**src/hw/rtl/pgrd_pkg.sv**
```systemverilog
package pgrd_pkg;

  localparam int unsigned ROW_W = 64;
  localparam logic [19:0] RUN_MAX = 20'hFFFFF;
  localparam logic [6:0]  REP_MAX = 7'd127;
  localparam logic [3:0]  LAST_SHORT  = 4'd13;
  localparam logic [3:0]  BITMAP_MODE = 4'd14;
  localparam logic [3:0]  NYB_REPEAT  = 4'd14;

  // register indexes of the configuration port
  localparam logic [1:0] CFG_PACKING = 2'd0;
  localparam logic [1:0] CFG_WIDTH   = 2'd1;
  localparam logic [1:0] CFG_HEIGHT  = 2'd2;
  localparam logic [1:0] CFG_START   = 2'd3;

  // result status codes
  localparam logic [1:0] ST_OK       = 2'd0;
  localparam logic [1:0] ST_REPEAT2  = 2'd1;
  localparam logic [1:0] ST_EXCESS   = 2'd2;
  localparam logic [1:0] ST_MISMATCH = 2'd3;

  // packed number phases, bit 2 marks a repeat count being read
  localparam logic [1:0] NP_FIRST  = 2'd0;
  localparam logic [1:0] NP_SECOND = 2'd1;
  localparam logic [1:0] NP_ZEROS  = 2'd2;
  localparam logic [1:0] NP_TAIL   = 2'd3;

  typedef enum logic [1:0] {GP_START, GP_DECODE, GP_SKIP} gphase_t;

  typedef enum logic [2:0] {
    BK_IDLE, BK_NYB, BK_PAINT, BK_ROW, BK_BIT, BK_END
  } bstate_t;

  typedef struct packed {
    logic [7:0] raster_byte;
    logic       last_byte;
  } item_t;

  typedef struct packed {
    logic [3:0] packing_value;
    logic [6:0] width;
    logic [6:0] height;
    logic       start_black;
  } cfg_t;

  // ones in the k lowest bits
  function automatic logic [ROW_W-1:0] low_mask(input logic [6:0] k);
    logic [ROW_W-1:0] m;
    if (k >= 7'(ROW_W)) m = '1;
    else m = (ROW_W'(1) << k) - ROW_W'(1);
    return m;
  endfunction

endpackage

```
**src/hw/rtl/pgrd_front.sv**
```systemverilog
module pgrd_front (
  input  logic             clk,
  input  logic             rst_n,
  input  logic             in_valid,
  output logic             in_ready,
  input  pgrd_pkg::item_t  in_item,
  output logic             q_valid,
  output pgrd_pkg::item_t  q_item,
  input  logic             q_pop
);

  pgrd_pkg::item_t slot_r [2];
  logic       wptr_r, rptr_r;
  logic [1:0] cnt_r;
  logic       push;

  assign in_ready = (cnt_r != 2'd2);
  assign push     = in_valid && in_ready;
  assign q_valid  = (cnt_r != 2'd0);
  assign q_item   = slot_r[rptr_r];

  // store accepted bytes
  always_ff @(posedge clk) begin
    if (push) slot_r[wptr_r] <= in_item;
  end

  // advance pointers and occupancy
  always_ff @(posedge clk) begin
    if (!rst_n) begin
      wptr_r <= 1'b0;
      rptr_r <= 1'b0;
      cnt_r  <= 2'd0;
    end else begin
      if (push) wptr_r <= ~wptr_r;
      if (q_pop) rptr_r <= ~rptr_r;
      cnt_r <= cnt_r + {1'b0, push} - {1'b0, q_pop};
    end
  end

`ifndef SYNTHESIS
  a_no_pop_empty: assert property (@(posedge clk) disable iff (!rst_n)
    q_pop |-> q_valid) else $error("pop from empty queue");
  a_cnt_range: assert property (@(posedge clk) disable iff (!rst_n)
    cnt_r != 2'd3) else $error("queue count out of range");
  a_full_blocks: assert property (@(posedge clk) disable iff (!rst_n)
    (cnt_r == 2'd2 && !q_pop) |=> cnt_r == 2'd2) else $error("full queue lost entry");
`endif

endmodule

```
**src/hw/rtl/pgrd_back.sv**
```systemverilog
module pgrd_back (
  input  logic             clk,
  input  logic             rst_n,
  input  pgrd_pkg::cfg_t   cfg,
  input  logic             q_valid,
  input  pgrd_pkg::item_t  q_item,
  output logic             q_pop,
  output logic             out_tvalid,
  input  logic             out_tready,
  output logic [71:0]      out_tdata,
  output logic [3:0]       out_tuser,
  output logic             out_tlast
);

  pgrd_pkg::bstate_t st_r, st_nxt;
  pgrd_pkg::gphase_t gph_r, gph_nxt;
  logic [7:0]  byte_r, byte_nxt;
  logic        last_r, last_nxt;
  logic        nsel_r, nsel_nxt;
  logic [3:0]  bitcnt_r, bitcnt_nxt;
  logic [63:0] rbuf_r, rbuf_nxt;
  logic [6:0]  cols_r, cols_nxt;
  logic [6:0]  rows_r, rows_nxt;
  logic        black_r, black_nxt;
  logic [6:0]  prep_r, prep_nxt;
  logic [2:0]  nph_r, nph_nxt;
  logic [19:0] acc_r, acc_nxt;
  logic [3:0]  zeros_r, zeros_nxt;
  logic [5:0]  ridx_r, ridx_nxt;
  logic [19:0] run_r, run_nxt;
  logic [7:0]  repl_r, repl_nxt;
  logic        retbm_r, retbm_nxt;
  logic        ended_r, ended_nxt;
  logic        cmpl_r, cmpl_nxt;
  logic [1:0]  estat_r, estat_nxt;
  logic        pv_r, pv_nxt;
  logic [5:0]  pidx_r, pidx_nxt;
  logic [63:0] pbits_r, pbits_nxt;
  logic        ov_r, ov_nxt;
  logic [5:0]  oidx_r, oidx_nxt;
  logic [63:0] obits_r, obits_nxt;
  logic [3:0]  ouser_r, ouser_nxt;
  logic        olast_r, olast_nxt;

  logic        out_free;
  logic [3:0]  y, dyn;
  logic        rep;
  logic [23:0] a24;
  logic [19:0] a_sat;
  logic [8:0]  off;
  logic [20:0] v21;
  logic [19:0] v_long, v_second, take_v;
  logic        take;
  logic [6:0]  n, cols_dec;
  logic [63:0] pmask, bmask;
  logic        fin;
  logic [1:0]  fstat;

  assign out_free   = !ov_r || out_tready;
  assign out_tvalid = ov_r;
  assign out_tdata  = {2'b00, obits_r, oidx_r};
  assign out_tuser  = ouser_r;
  assign out_tlast  = olast_r;

  // nybble decode terms
  assign y   = nsel_r ? byte_r[3:0] : byte_r[7:4];
  assign dyn = cfg.packing_value;
  assign rep = nph_r[2];
  assign a24 = {acc_r, y};
  assign a_sat = (a24 > {4'd0, pgrd_pkg::RUN_MAX}) ? pgrd_pkg::RUN_MAX : a24[19:0];
  assign off = {1'b0, pgrd_pkg::LAST_SHORT - dyn, 4'd0} + {5'd0, dyn};
  assign v21 = {1'b0, a_sat} + {12'd0, off};
  always_comb begin
    if (v21 <= 21'd15) v_long = 20'd0;
    else if (v21 - 21'd15 > {1'b0, pgrd_pkg::RUN_MAX}) v_long = pgrd_pkg::RUN_MAX;
    else v_long = 20'(v21 - 21'd15);
  end
  assign v_second = {12'd0, acc_r[3:0], y} + {16'd0, dyn} + 20'd1;

  // run painting terms
  assign n     = (run_r < {13'd0, cols_r}) ? run_r[6:0] : cols_r;
  assign pmask = pgrd_pkg::low_mask(cols_r) & ~pgrd_pkg::low_mask(cols_r - n);
  assign bmask = pgrd_pkg::low_mask(cfg.width);
  assign cols_dec = ((cols_r == 7'd0) ? cfg.width : cols_r) - 7'd1;

  // end-of-byte status
  assign fin = ended_r || last_r;
  always_comb begin
    if (!ended_r) fstat = pgrd_pkg::ST_MISMATCH;
    else if (cmpl_r) fstat = last_r ? pgrd_pkg::ST_OK : pgrd_pkg::ST_MISMATCH;
    else fstat = estat_r;
  end

  // sequencer: next state and datapath updates
  always_comb begin
    st_nxt = st_r;      gph_nxt = gph_r;     byte_nxt = byte_r;  last_nxt = last_r;
    nsel_nxt = nsel_r;  bitcnt_nxt = bitcnt_r; rbuf_nxt = rbuf_r; cols_nxt = cols_r;
    rows_nxt = rows_r;  black_nxt = black_r; prep_nxt = prep_r;  nph_nxt = nph_r;
    acc_nxt = acc_r;    zeros_nxt = zeros_r; ridx_nxt = ridx_r;  run_nxt = run_r;
    repl_nxt = repl_r;  retbm_nxt = retbm_r; ended_nxt = ended_r; cmpl_nxt = cmpl_r;
    estat_nxt = estat_r; pv_nxt = pv_r;      pidx_nxt = pidx_r;  pbits_nxt = pbits_r;
    ov_nxt = ov_r && !out_tready;
    oidx_nxt = oidx_r;  obits_nxt = obits_r; ouser_nxt = ouser_r; olast_nxt = olast_r;
    q_pop = 1'b0;
    take = 1'b0;
    take_v = 20'd0;

    unique case (st_r)
      pgrd_pkg::BK_IDLE: begin
        if (q_valid) begin
          q_pop = 1'b1;
          byte_nxt = q_item.raster_byte;
          last_nxt = q_item.last_byte;
          ended_nxt = 1'b0;
          cmpl_nxt = 1'b0;
          nsel_nxt = 1'b0;
          bitcnt_nxt = 4'd0;
          if (gph_r == pgrd_pkg::GP_SKIP) begin
            if (q_item.last_byte) gph_nxt = pgrd_pkg::GP_START;
          end else begin
            if (gph_r == pgrd_pkg::GP_START) begin
              rbuf_nxt = '0;
              cols_nxt = cfg.width;
              rows_nxt = cfg.height;
              black_nxt = cfg.start_black;
              prep_nxt = 7'd0;
              nph_nxt = {1'b0, pgrd_pkg::NP_FIRST};
              acc_nxt = 20'd0;
              zeros_nxt = 4'd0;
              ridx_nxt = 6'd0;
              gph_nxt = pgrd_pkg::GP_DECODE;
            end
            st_nxt = (dyn >= pgrd_pkg::BITMAP_MODE) ? pgrd_pkg::BK_BIT : pgrd_pkg::BK_NYB;
          end
        end
      end

      pgrd_pkg::BK_NYB: begin
        unique case (nph_r[1:0])
          pgrd_pkg::NP_FIRST: begin
            if (y == 4'd0) begin
              zeros_nxt = 4'd1;
              nph_nxt = {rep, pgrd_pkg::NP_ZEROS};
            end else if (y <= dyn) begin
              take = 1'b1;
              take_v = {16'd0, y};
            end else if (y <= pgrd_pkg::LAST_SHORT) begin
              acc_nxt = {16'd0, y - dyn - 4'd1};
              nph_nxt = {rep, pgrd_pkg::NP_SECOND};
            end else if (rep || prep_r != 7'd0) begin
              ended_nxt = 1'b1;
              estat_nxt = pgrd_pkg::ST_REPEAT2;
            end else if (y == pgrd_pkg::NYB_REPEAT) begin
              nph_nxt = {1'b1, pgrd_pkg::NP_FIRST};
            end else begin
              prep_nxt = 7'd1;
            end
          end
          pgrd_pkg::NP_SECOND: begin
            take = 1'b1;
            take_v = v_second;
          end
          pgrd_pkg::NP_ZEROS: begin
            if (y == 4'd0) begin
              if (zeros_r < 4'd15) zeros_nxt = zeros_r + 4'd1;
            end else begin
              acc_nxt = {16'd0, y};
              nph_nxt = {rep, pgrd_pkg::NP_TAIL};
            end
          end
          pgrd_pkg::NP_TAIL: begin
            acc_nxt = a_sat;
            if (zeros_r <= 4'd1) begin
              zeros_nxt = 4'd0;
              take = 1'b1;
              take_v = v_long;
            end else begin
              zeros_nxt = zeros_r - 4'd1;
            end
          end
          default: ;
        endcase
        // hand a finished number to the repeat count or the painter
        if (take) begin
          nph_nxt = {1'b0, pgrd_pkg::NP_FIRST};
          if (rep) prep_nxt = (take_v > {13'd0, pgrd_pkg::REP_MAX}) ?
                              pgrd_pkg::REP_MAX : take_v[6:0];
        end
        if (ended_nxt) st_nxt = pgrd_pkg::BK_END;
        else if (take && !rep) begin
          run_nxt = take_v;
          st_nxt = pgrd_pkg::BK_PAINT;
        end else if (!nsel_r) nsel_nxt = 1'b1;
        else st_nxt = pgrd_pkg::BK_END;
      end

      pgrd_pkg::BK_PAINT: begin
        rbuf_nxt = black_r ? (rbuf_r | pmask) : (rbuf_r & ~pmask);
        run_nxt = run_r - {13'd0, n};
        cols_nxt = cols_r - n;
        if (cols_r != n) begin
          black_nxt = ~black_r;
          if (!nsel_r) begin
            nsel_nxt = 1'b1;
            st_nxt = pgrd_pkg::BK_NYB;
          end else st_nxt = pgrd_pkg::BK_END;
        end else begin
          repl_nxt = {1'b0, prep_r} + 8'd1;
          prep_nxt = 7'd0;
          retbm_nxt = 1'b0;
          st_nxt = pgrd_pkg::BK_ROW;
        end
      end

      pgrd_pkg::BK_BIT: begin
        cols_nxt = cols_dec;
        rbuf_nxt[cols_dec[5:0]] = byte_r[3'd7 - bitcnt_r[2:0]];
        bitcnt_nxt = bitcnt_r + 4'd1;
        if (cols_dec == 7'd0) begin
          repl_nxt = {1'b0, prep_r} + 8'd1;
          prep_nxt = 7'd0;
          retbm_nxt = 1'b1;
          st_nxt = pgrd_pkg::BK_ROW;
        end else if (bitcnt_r == 4'd7) st_nxt = pgrd_pkg::BK_END;
      end

      pgrd_pkg::BK_ROW: begin
        if (repl_r == 8'd0) begin
          // row and its repeats are out: clear and resume
          rbuf_nxt = '0;
          cols_nxt = cfg.width;
          if (retbm_r) begin
            if (rows_r == 7'd0) begin
              ended_nxt = 1'b1;
              cmpl_nxt = 1'b1;
              st_nxt = pgrd_pkg::BK_END;
            end else if (bitcnt_r == 4'd8) st_nxt = pgrd_pkg::BK_END;
            else st_nxt = pgrd_pkg::BK_BIT;
          end else if (rows_r == 7'd0) begin
            ended_nxt = 1'b1;
            if (run_r != 20'd0) estat_nxt = pgrd_pkg::ST_EXCESS;
            else cmpl_nxt = 1'b1;
            st_nxt = pgrd_pkg::BK_END;
          end else if (run_r != 20'd0) st_nxt = pgrd_pkg::BK_PAINT;
          else begin
            black_nxt = ~black_r;
            if (!nsel_r) begin
              nsel_nxt = 1'b1;
              st_nxt = pgrd_pkg::BK_NYB;
            end else st_nxt = pgrd_pkg::BK_END;
          end
        end else if (rows_r == 7'd0) begin
          ended_nxt = 1'b1;
          estat_nxt = pgrd_pkg::ST_EXCESS;
          st_nxt = pgrd_pkg::BK_END;
        end else if (!pv_r || out_free) begin
          // hold the new row back until the next result is known
          if (pv_r) begin
            ov_nxt = 1'b1;
            oidx_nxt = pidx_r;
            obits_nxt = pbits_r;
            ouser_nxt = {pgrd_pkg::ST_OK, 1'b0, 1'b1};
            olast_nxt = 1'b0;
          end
          pv_nxt = 1'b1;
          pidx_nxt = ridx_r;
          pbits_nxt = rbuf_r & bmask;
          ridx_nxt = ridx_r + 6'd1;
          rows_nxt = rows_r - 7'd1;
          repl_nxt = repl_r - 8'd1;
        end
      end

      pgrd_pkg::BK_END: begin
        if (!pv_r && !fin) st_nxt = pgrd_pkg::BK_IDLE;
        else if (out_free) begin
          ov_nxt = 1'b1;
          oidx_nxt = pv_r ? pidx_r : 6'd0;
          obits_nxt = pv_r ? pbits_r : 64'd0;
          ouser_nxt = {fin ? fstat : pgrd_pkg::ST_OK, fin, pv_r};
          olast_nxt = 1'b1;
          pv_nxt = 1'b0;
          if (fin) gph_nxt = last_r ? pgrd_pkg::GP_START : pgrd_pkg::GP_SKIP;
          st_nxt = pgrd_pkg::BK_IDLE;
        end
      end

      default: st_nxt = pgrd_pkg::BK_IDLE;
    endcase
  end

  // control registers
  always_ff @(posedge clk) begin
    if (!rst_n) begin
      st_r <= pgrd_pkg::BK_IDLE;
      gph_r <= pgrd_pkg::GP_START;
      pv_r <= 1'b0;
      ov_r <= 1'b0;
      ended_r <= 1'b0;
      cmpl_r <= 1'b0;
    end else begin
      st_r <= st_nxt;
      gph_r <= gph_nxt;
      pv_r <= pv_nxt;
      ov_r <= ov_nxt;
      ended_r <= ended_nxt;
      cmpl_r <= cmpl_nxt;
    end
  end

  // datapath registers, without reset; the glyph fields are loaded at glyph start
  always_ff @(posedge clk) begin
    byte_r <= byte_nxt;   last_r <= last_nxt;   nsel_r <= nsel_nxt;
    bitcnt_r <= bitcnt_nxt; rbuf_r <= rbuf_nxt; cols_r <= cols_nxt;
    rows_r <= rows_nxt;   black_r <= black_nxt; prep_r <= prep_nxt;
    nph_r <= nph_nxt;     acc_r <= acc_nxt;     zeros_r <= zeros_nxt;
    ridx_r <= ridx_nxt;   run_r <= run_nxt;     repl_r <= repl_nxt;
    retbm_r <= retbm_nxt; estat_r <= estat_nxt; pidx_r <= pidx_nxt;
    pbits_r <= pbits_nxt; oidx_r <= oidx_nxt;   obits_r <= obits_nxt;
    ouser_r <= ouser_nxt; olast_r <= olast_nxt;
  end

`ifndef SYNTHESIS
  a_idle_no_pend: assert property (@(posedge clk) disable iff (!rst_n)
    st_r == pgrd_pkg::BK_IDLE |-> !pv_r) else $error("held row left behind");
  a_paint_cols: assert property (@(posedge clk) disable iff (!rst_n)
    st_r == pgrd_pkg::BK_PAINT |-> (cols_r != 7'd0 && cols_r <= 7'd64))
    else $error("painting with no columns");
  a_skip_quiet: assert property (@(posedge clk) disable iff (!rst_n)
    gph_r == pgrd_pkg::GP_SKIP |-> st_r != pgrd_pkg::BK_ROW)
    else $error("row emitted while skipping");
  a_pop_idle: assert property (@(posedge clk) disable iff (!rst_n)
    q_pop |-> st_r == pgrd_pkg::BK_IDLE) else $error("byte taken mid work");
`endif

endmodule

```
**src/hw/rtl/pk_glyph_run_length_decoder.sv**
```systemverilog
// Packed-font glyph raster decoder.
// Slave stream: one raster byte per transaction in in_tdata[7:0], in_tlast
// on the final byte of the glyph packet. Bytes go into a two-entry queue.
// Master stream: one pixel row or status per transaction. out_tdata holds
// the row index and the row pixels, out_tuser the row and end flags with
// the status, out_tlast marks the last result caused by one byte.
// Configuration: write packing value, width, height and starting colour on
// cfg_we/cfg_index/cfg_wdata between glyphs; they are read while decoding.
// Sequencing: the decoder works through one nybble or bitmap bit at a
// time, paints each row segment a run crosses, emits each row and closes
// it, besides taking the byte and closing it; a byte that paints a long
// run across many narrow rows keeps it busiest. A new byte is taken only
// once the last one is closed. The newest row waits in a holding register
// until the next result is known.
// Reset clears the queue and the sequencer; the next byte starts a glyph.
// A stalled receiver holds the output register; the decoder waits on it
// while the input queue keeps taking bytes until full.
module pk_glyph_run_length_decoder #(
  parameter int unsigned MAX_WIDTH  = 64,
  parameter int unsigned MAX_HEIGHT = 64
) (
  input  logic        clk,
  input  logic        rst_n,
  input  logic        in_tvalid,
  output logic        in_tready,
  input  logic [7:0]  in_tdata,   // [7:0] raster_byte
  input  logic        in_tlast,
  output logic        out_tvalid,
  input  logic        out_tready,
  output logic [71:0] out_tdata,  // [5:0] row_index, [69:6] row_bits, rest zero
  output logic [3:0]  out_tuser,  // [0] row_valid, [1] glyph_end, [3:2] status
  output logic        out_tlast,
  input  logic        cfg_we,
  input  logic [1:0]  cfg_index,
  input  logic [6:0]  cfg_wdata
);

  logic [3:0] pack_r;
  logic [6:0] width_r, height_r;
  logic       sblack_r;
  pgrd_pkg::cfg_t  cfg;
  pgrd_pkg::item_t in_item, q_item;
  logic q_valid, q_pop;

  // configuration registers
  always_ff @(posedge clk) begin
    if (!rst_n) begin
      pack_r <= 4'd0;
      width_r <= 7'd64;
      height_r <= 7'd64;
      sblack_r <= 1'b0;
    end else if (cfg_we) begin
      unique case (cfg_index)
        pgrd_pkg::CFG_PACKING: pack_r <= cfg_wdata[3:0];
        pgrd_pkg::CFG_WIDTH:   width_r <= cfg_wdata;
        pgrd_pkg::CFG_HEIGHT:  height_r <= cfg_wdata;
        pgrd_pkg::CFG_START:   sblack_r <= cfg_wdata[0];
        default: ;
      endcase
    end
  end

  // clamp sizes to the supported range
  always_comb begin
    cfg.packing_value = pack_r;
    cfg.start_black = sblack_r;
    if (width_r == 7'd0) cfg.width = 7'd1;
    else if (width_r > 7'(MAX_WIDTH)) cfg.width = 7'(MAX_WIDTH);
    else cfg.width = width_r;
    if (height_r == 7'd0) cfg.height = 7'd1;
    else if (height_r > 7'(MAX_HEIGHT)) cfg.height = 7'(MAX_HEIGHT);
    else cfg.height = height_r;
  end

  assign in_item.raster_byte = in_tdata;
  assign in_item.last_byte = in_tlast;

  pgrd_front u_front (
    .clk(clk), .rst_n(rst_n),
    .in_valid(in_tvalid), .in_ready(in_tready), .in_item(in_item),
    .q_valid(q_valid), .q_item(q_item), .q_pop(q_pop)
  );

  pgrd_back u_back (
    .clk(clk), .rst_n(rst_n), .cfg(cfg),
    .q_valid(q_valid), .q_item(q_item), .q_pop(q_pop),
    .out_tvalid(out_tvalid), .out_tready(out_tready),
    .out_tdata(out_tdata), .out_tuser(out_tuser), .out_tlast(out_tlast)
  );

endmodule

```
**config.mk**
```make
export PLATFORM = sky130hd
export DESIGN_NAME = pk_glyph_run_length_decoder
export DESIGN_NICKNAME = d
export VERILOG_FILES = /design/src/hw/rtl/pgrd_pkg.sv /design/src/hw/rtl/pgrd_front.sv /design/src/hw/rtl/pgrd_back.sv /design/src/hw/rtl/pk_glyph_run_length_decoder.sv
export SDC_FILE = /design/constraint.sdc
export NUM_CORES = 1
export LEC_CHECK = 0
export ABC_AREA = 1
export BUFFER_PORTS_ARGS = -buffer_cell sky130_fd_sc_hd__buf_2
export CAP_MARGIN = 10
export CORE_ASPECT_RATIO = 1.2
export CORE_MARGIN = 5
export CORE_UTILIZATION = 49
export DETAILED_ROUTE_END_ITERATION = 8
export GPL_TIMING_DRIVEN = 1
export PLACE_DENSITY = 0.69
export REMOVE_ABC_BUFFERS = 1
export SYNTH_ARGS = -nofsm -noshare
export SYNTH_HDL_FRONTEND = slang
export SYNTH_HIERARCHICAL = 1
export SYNTH_SLANG_ARGS = --single-unit
```
**constraint.sdc**
```tcl
create_clock -name clk -period 10.5 [get_ports clk]
set_input_delay 1.575 -clock clk [delete_from_list [all_inputs] [get_ports clk]]
set_output_delay 1.575 -clock clk [all_outputs]
set_load 0.05 [all_outputs]
```
==> run summary <==
LOGIC SYNTHESIS
---------------------------------------------------------------------------------
Warning count from the yosys run                                                6
Most area-hungry cell type in the Yosys netlist                      sky130_fd_sc_hd__edfxtp_1
Cell count after synthesis                                                   3957
Post-synthesis instance area                                            27300 µm²
Number of enable-type register cells in the synthesized netlist               327
Share of synthesized registers carrying an async set or reset                  0%
Ys flop type                                                         sky130_fd_sc_hd__edfxtp_1
Number of flip-flops and latches in the synthesized netlist                   360
Number of library cell types mapped by synthesis                               73
Mean instance size in the synthesized netlist                            6.90 µm²
Sequential share of the synthesized area                                    38.4%
Portion of synthesized cell area occupied by the leading cell type          36.0%
Dominant cells by area after synthesis                               sky130_fd_sc_hd__edfxtp_1 (36%), sky130_fd_sc_hd__nand2_1 (11%), sky130_fd_sc_hd__nor2_1 (11%)

TIMING
---------------------------------------------------------------------------------
RSZ-0062 raised after global routing                                        false
Final slew viol count                                                           0
Clock period minus final worst setup slack                                6.26 ns
Final clock period utilization by the worst path                            59.6%
Endpoints failing setup                                                         0
Setup_tns                                                                    0 ns
Number of hold violations in the final report                                   0
Upper clock frequency limit                                               160 MHz
Worst rel slew slack                                                        22.0%
Worst-Margin Slew                                                         1.16 ns
Largest clock skew in the final design                                  0.0387 ns

ROUTING
---------------------------------------------------------------------------------
First DRT Iteration DRCs                                                     2383
DRC violations left                                                             0
Via density per instance                                                     5.64
Routed len/inst                                                           20.6 µm
Residual antenna-violating net count after detailed routing                     0
Count of vias placed by the detailed router                                 26900
First-pass iteration count of the detailed router                               7
Detailed Route WL                                                        98100 µm

WORST HOLD PATH
---------------------------------------------------------------------------------
Hold Crit Class                                                           reg2reg

FLOORPLAN
---------------------------------------------------------------------------------
Starting Density                                                            49.6%
Floorplan die area                                                      60600 µm²
Horizontal die dimension                                                   225 µm
Placement row count                                                            94
Standard cell core area                                                 55000 µm²
Number of top-level pins                                                      102
Die height                                                                 269 µm

GRT
---------------------------------------------------------------------------------
Wire length of the first global-routing pass                            148000 µm
Number of global-route vias before repair                                   25800
Antenna violations before repair                                                0
Final global-route overflow total                                               0
Maximum number of pins on one net before global-route repair                   72
Total routing resource utilization after global routing                     31.6%

PLACED DESIGN
---------------------------------------------------------------------------------
Count of buffers from port buffering                                           99
Final weighted congestion in routability-driven placement                    1.04
Final HPWL from detailed placement                                       77300 µm

CRITICAL PATH
---------------------------------------------------------------------------------
Max FO, Critical Path                                                          52
Path type of the worst setup path                                         reg2reg
CP arrival                                                                6.56 ns
Critical path launch point type                                              flop
Slowest stage cell on the critical path                              sky130_fd_sc_hd__edfxtp_1
WP data required                                                         10.80 ns
Buf+Inv Stages, Crit Path                                                       3
Highest cell delay on the worst timing path                               0.46 ns
Crit path max-delay family                                           simple AND/OR/NAND/NOR gates
Element type at the critical path end                                        flop
Crit-path most repeated cell                                         sky130_fd_sc_hd__nand2_1

CLOCK NETWORK
---------------------------------------------------------------------------------
Post-CTS Setup Repair Bufs                                                      0
Clock transition at the registers of the reported paths                   0.06 ns
Root Buffer                                                          sky130_fd_sc_hd__clkbuf_16
Maximum level of the CTS H-tree                                                 2
Clock tree from TritonCTS                                                     yes
Clock insertion delay at the later pin of the skew report                 0.59 ns
Maximum buffer depth of the clock tree                                          3
Sinks on Clock Net                                                            360
Number of CTS-inserted buffers                                                 40
Count of hold buffers inserted by post-cts repair                               0
Post-cts resize count                                                           0

RUN STATUS
---------------------------------------------------------------------------------
Result of the run                                                       completed

LAYOUT
---------------------------------------------------------------------------------
P&R area growth vs syn                                                      9.13%
Fraction of layout cells with a size suffix above 1                         8.41%
# nets final                                                                 4097
Ant diodes                                                                      0

RUN
---------------------------------------------------------------------------------
Number of maximum-capacitance violations                                        0

worst paths after layout:
check / from / end / slack, ns / depth (start not counted)
worst min register to register: u_back/ridx_r[4] / u_back/pidx_r[4] / 0.46 / 0
worst max register to register: u_back/cols_r[5] / u_back/rbuf_r[44] / 4.24 / 27
worst min-delay path: u_back/ridx_r[4] / u_back/pidx_r[4] / 0.46 / 0
worst max-delay path: u_back/cols_r[5] / u_back/rbuf_r[44] / 4.24 / 27
sequential cells by signal (all words and copies together) (netlist names), 3 cells and up, named ones only:
| name | cells |
|---|---|
| u_back/bitcnt_r | 4 |
| u_back/acc_r | 20 |
| u_back/out_tuser | 4 |
| u_back/zeros_r | 4 |
| u_back/ridx_r | 6 |
| u_front/slot_r | 18 |
| width_r | 7 |
| u_back/cols_r | 7 |
| height_r | 7 |
| pack_r | 4 |
| u_back/repl_r | 8 |
| u_back/run_r | 20 |
| u_back/pidx_r | 6 |
| u_back/byte_r | 8 |
| u_back/prep_r | 7 |
| u_back/pbits_r | 64 |
| u_back/oidx_r | 6 |
| u_back/st_r | 3 |
| u_back/rbuf_r | 64 |
| u_back/obits_r | 64 |
| u_back/nph_r | 3 |
| u_back/rows_r | 7 |
per-layer routing:
metal	up-vias	wire length [µm]	global-route usage, %
met5	-	0	0
met4	0	8640	22.5
met3	345	6200	4.89
met2	1094	47600	55.3
met1	12300	35600	35.0
li1	13100	-	-
stage by stage:
step                std cells  setup slack (ns)  cell area, µm²  hold slack (ns)  util [%]
global route             4764              3.66           29800            0.474      54.1
finish                   4764              4.24           29800            0.464      54.1
detailed placement       4692              4.38           28400            0.440      51.7
floorplan                3841              2.27           26700            0.423         -
global placement         4692              4.51           28400            0.436      51.7
CTS                      4764              4.36           29800            0.458      54.1
cell usage in the layout (no fill, tap or decap), drive strengths merged, types with 8 or more instances in the layout:
master / n
nor2: 814
xor2: 34
o21ai: 336
mux2: 9
a31oi: 19
nand3: 249
nor4: 33
a21oi: 172
nand2: 826
edfxtp: 327
ha: 55
a211oi: 23
xnor2: 18
clkbuf: 44
clkinv: 26
o22ai: 8
nand4: 56
o31ai: 12
o221ai: 8
nand3b: 28
o211ai: 29
inv: 603
or2: 15
buf: 131
nor3: 94
dfxtp: 33
synth_stat cells (all sizes together), types with 2 or more instances:
cell type / instances
clkbuf: 70
nor2: 814
o221ai: 8
a211oi: 23
edfxtp: 327
and3: 2
or2: 15
xor2: 34
a32oi: 2
a21oi: 172
mux2: 9
a31oi: 19
buf: 47
ha: 55
o22ai: 8
nor3: 94
xnor2: 18
nand3b: 28
a22oi: 2
o31ai: 12
or3: 2
fa: 5
dfxtp: 33
o21ai: 336
o211ai: 29
inv: 600
nand2: 826
nand4: 56
nor4: 33
and2: 2
nand3: 249
clkinv: 9
o41ai: 4
o2111ai: 2
area by class of cell:
class                      count  area [µm²]
fill                        5481       25200
clock inverter                28         335
sequential                   360       10500
timing repair buffer         131         736
inverter                     609        2290
multi-input combinational   2872       14000
clock buffer                  44        1020
tap                          720         901
cell families (layout without fill, tap and decap cells):
logic type | Yosys count | after routing | synth area share [%]
AND/OR/NAND/NOR | 2124 | 2124 | 33.4
buffers and inverters | 726 | 812 | 10.4
AO/OA/AOI/OAI | 624 | 624 | 12.7
flip-flops | 360 | 360 | 38.4
adder cells (fa/ha/maj) | 60 | 60 | 2.89
XOR/XNOR | 52 | 52 | 1.76
multiplexers | 10 | 10 | 0.408
other | 1 | 2 | 0.0137
Power is not shown: default switching activity piles up to over one toggle a cycle in this logic, so the estimate is an artifact.
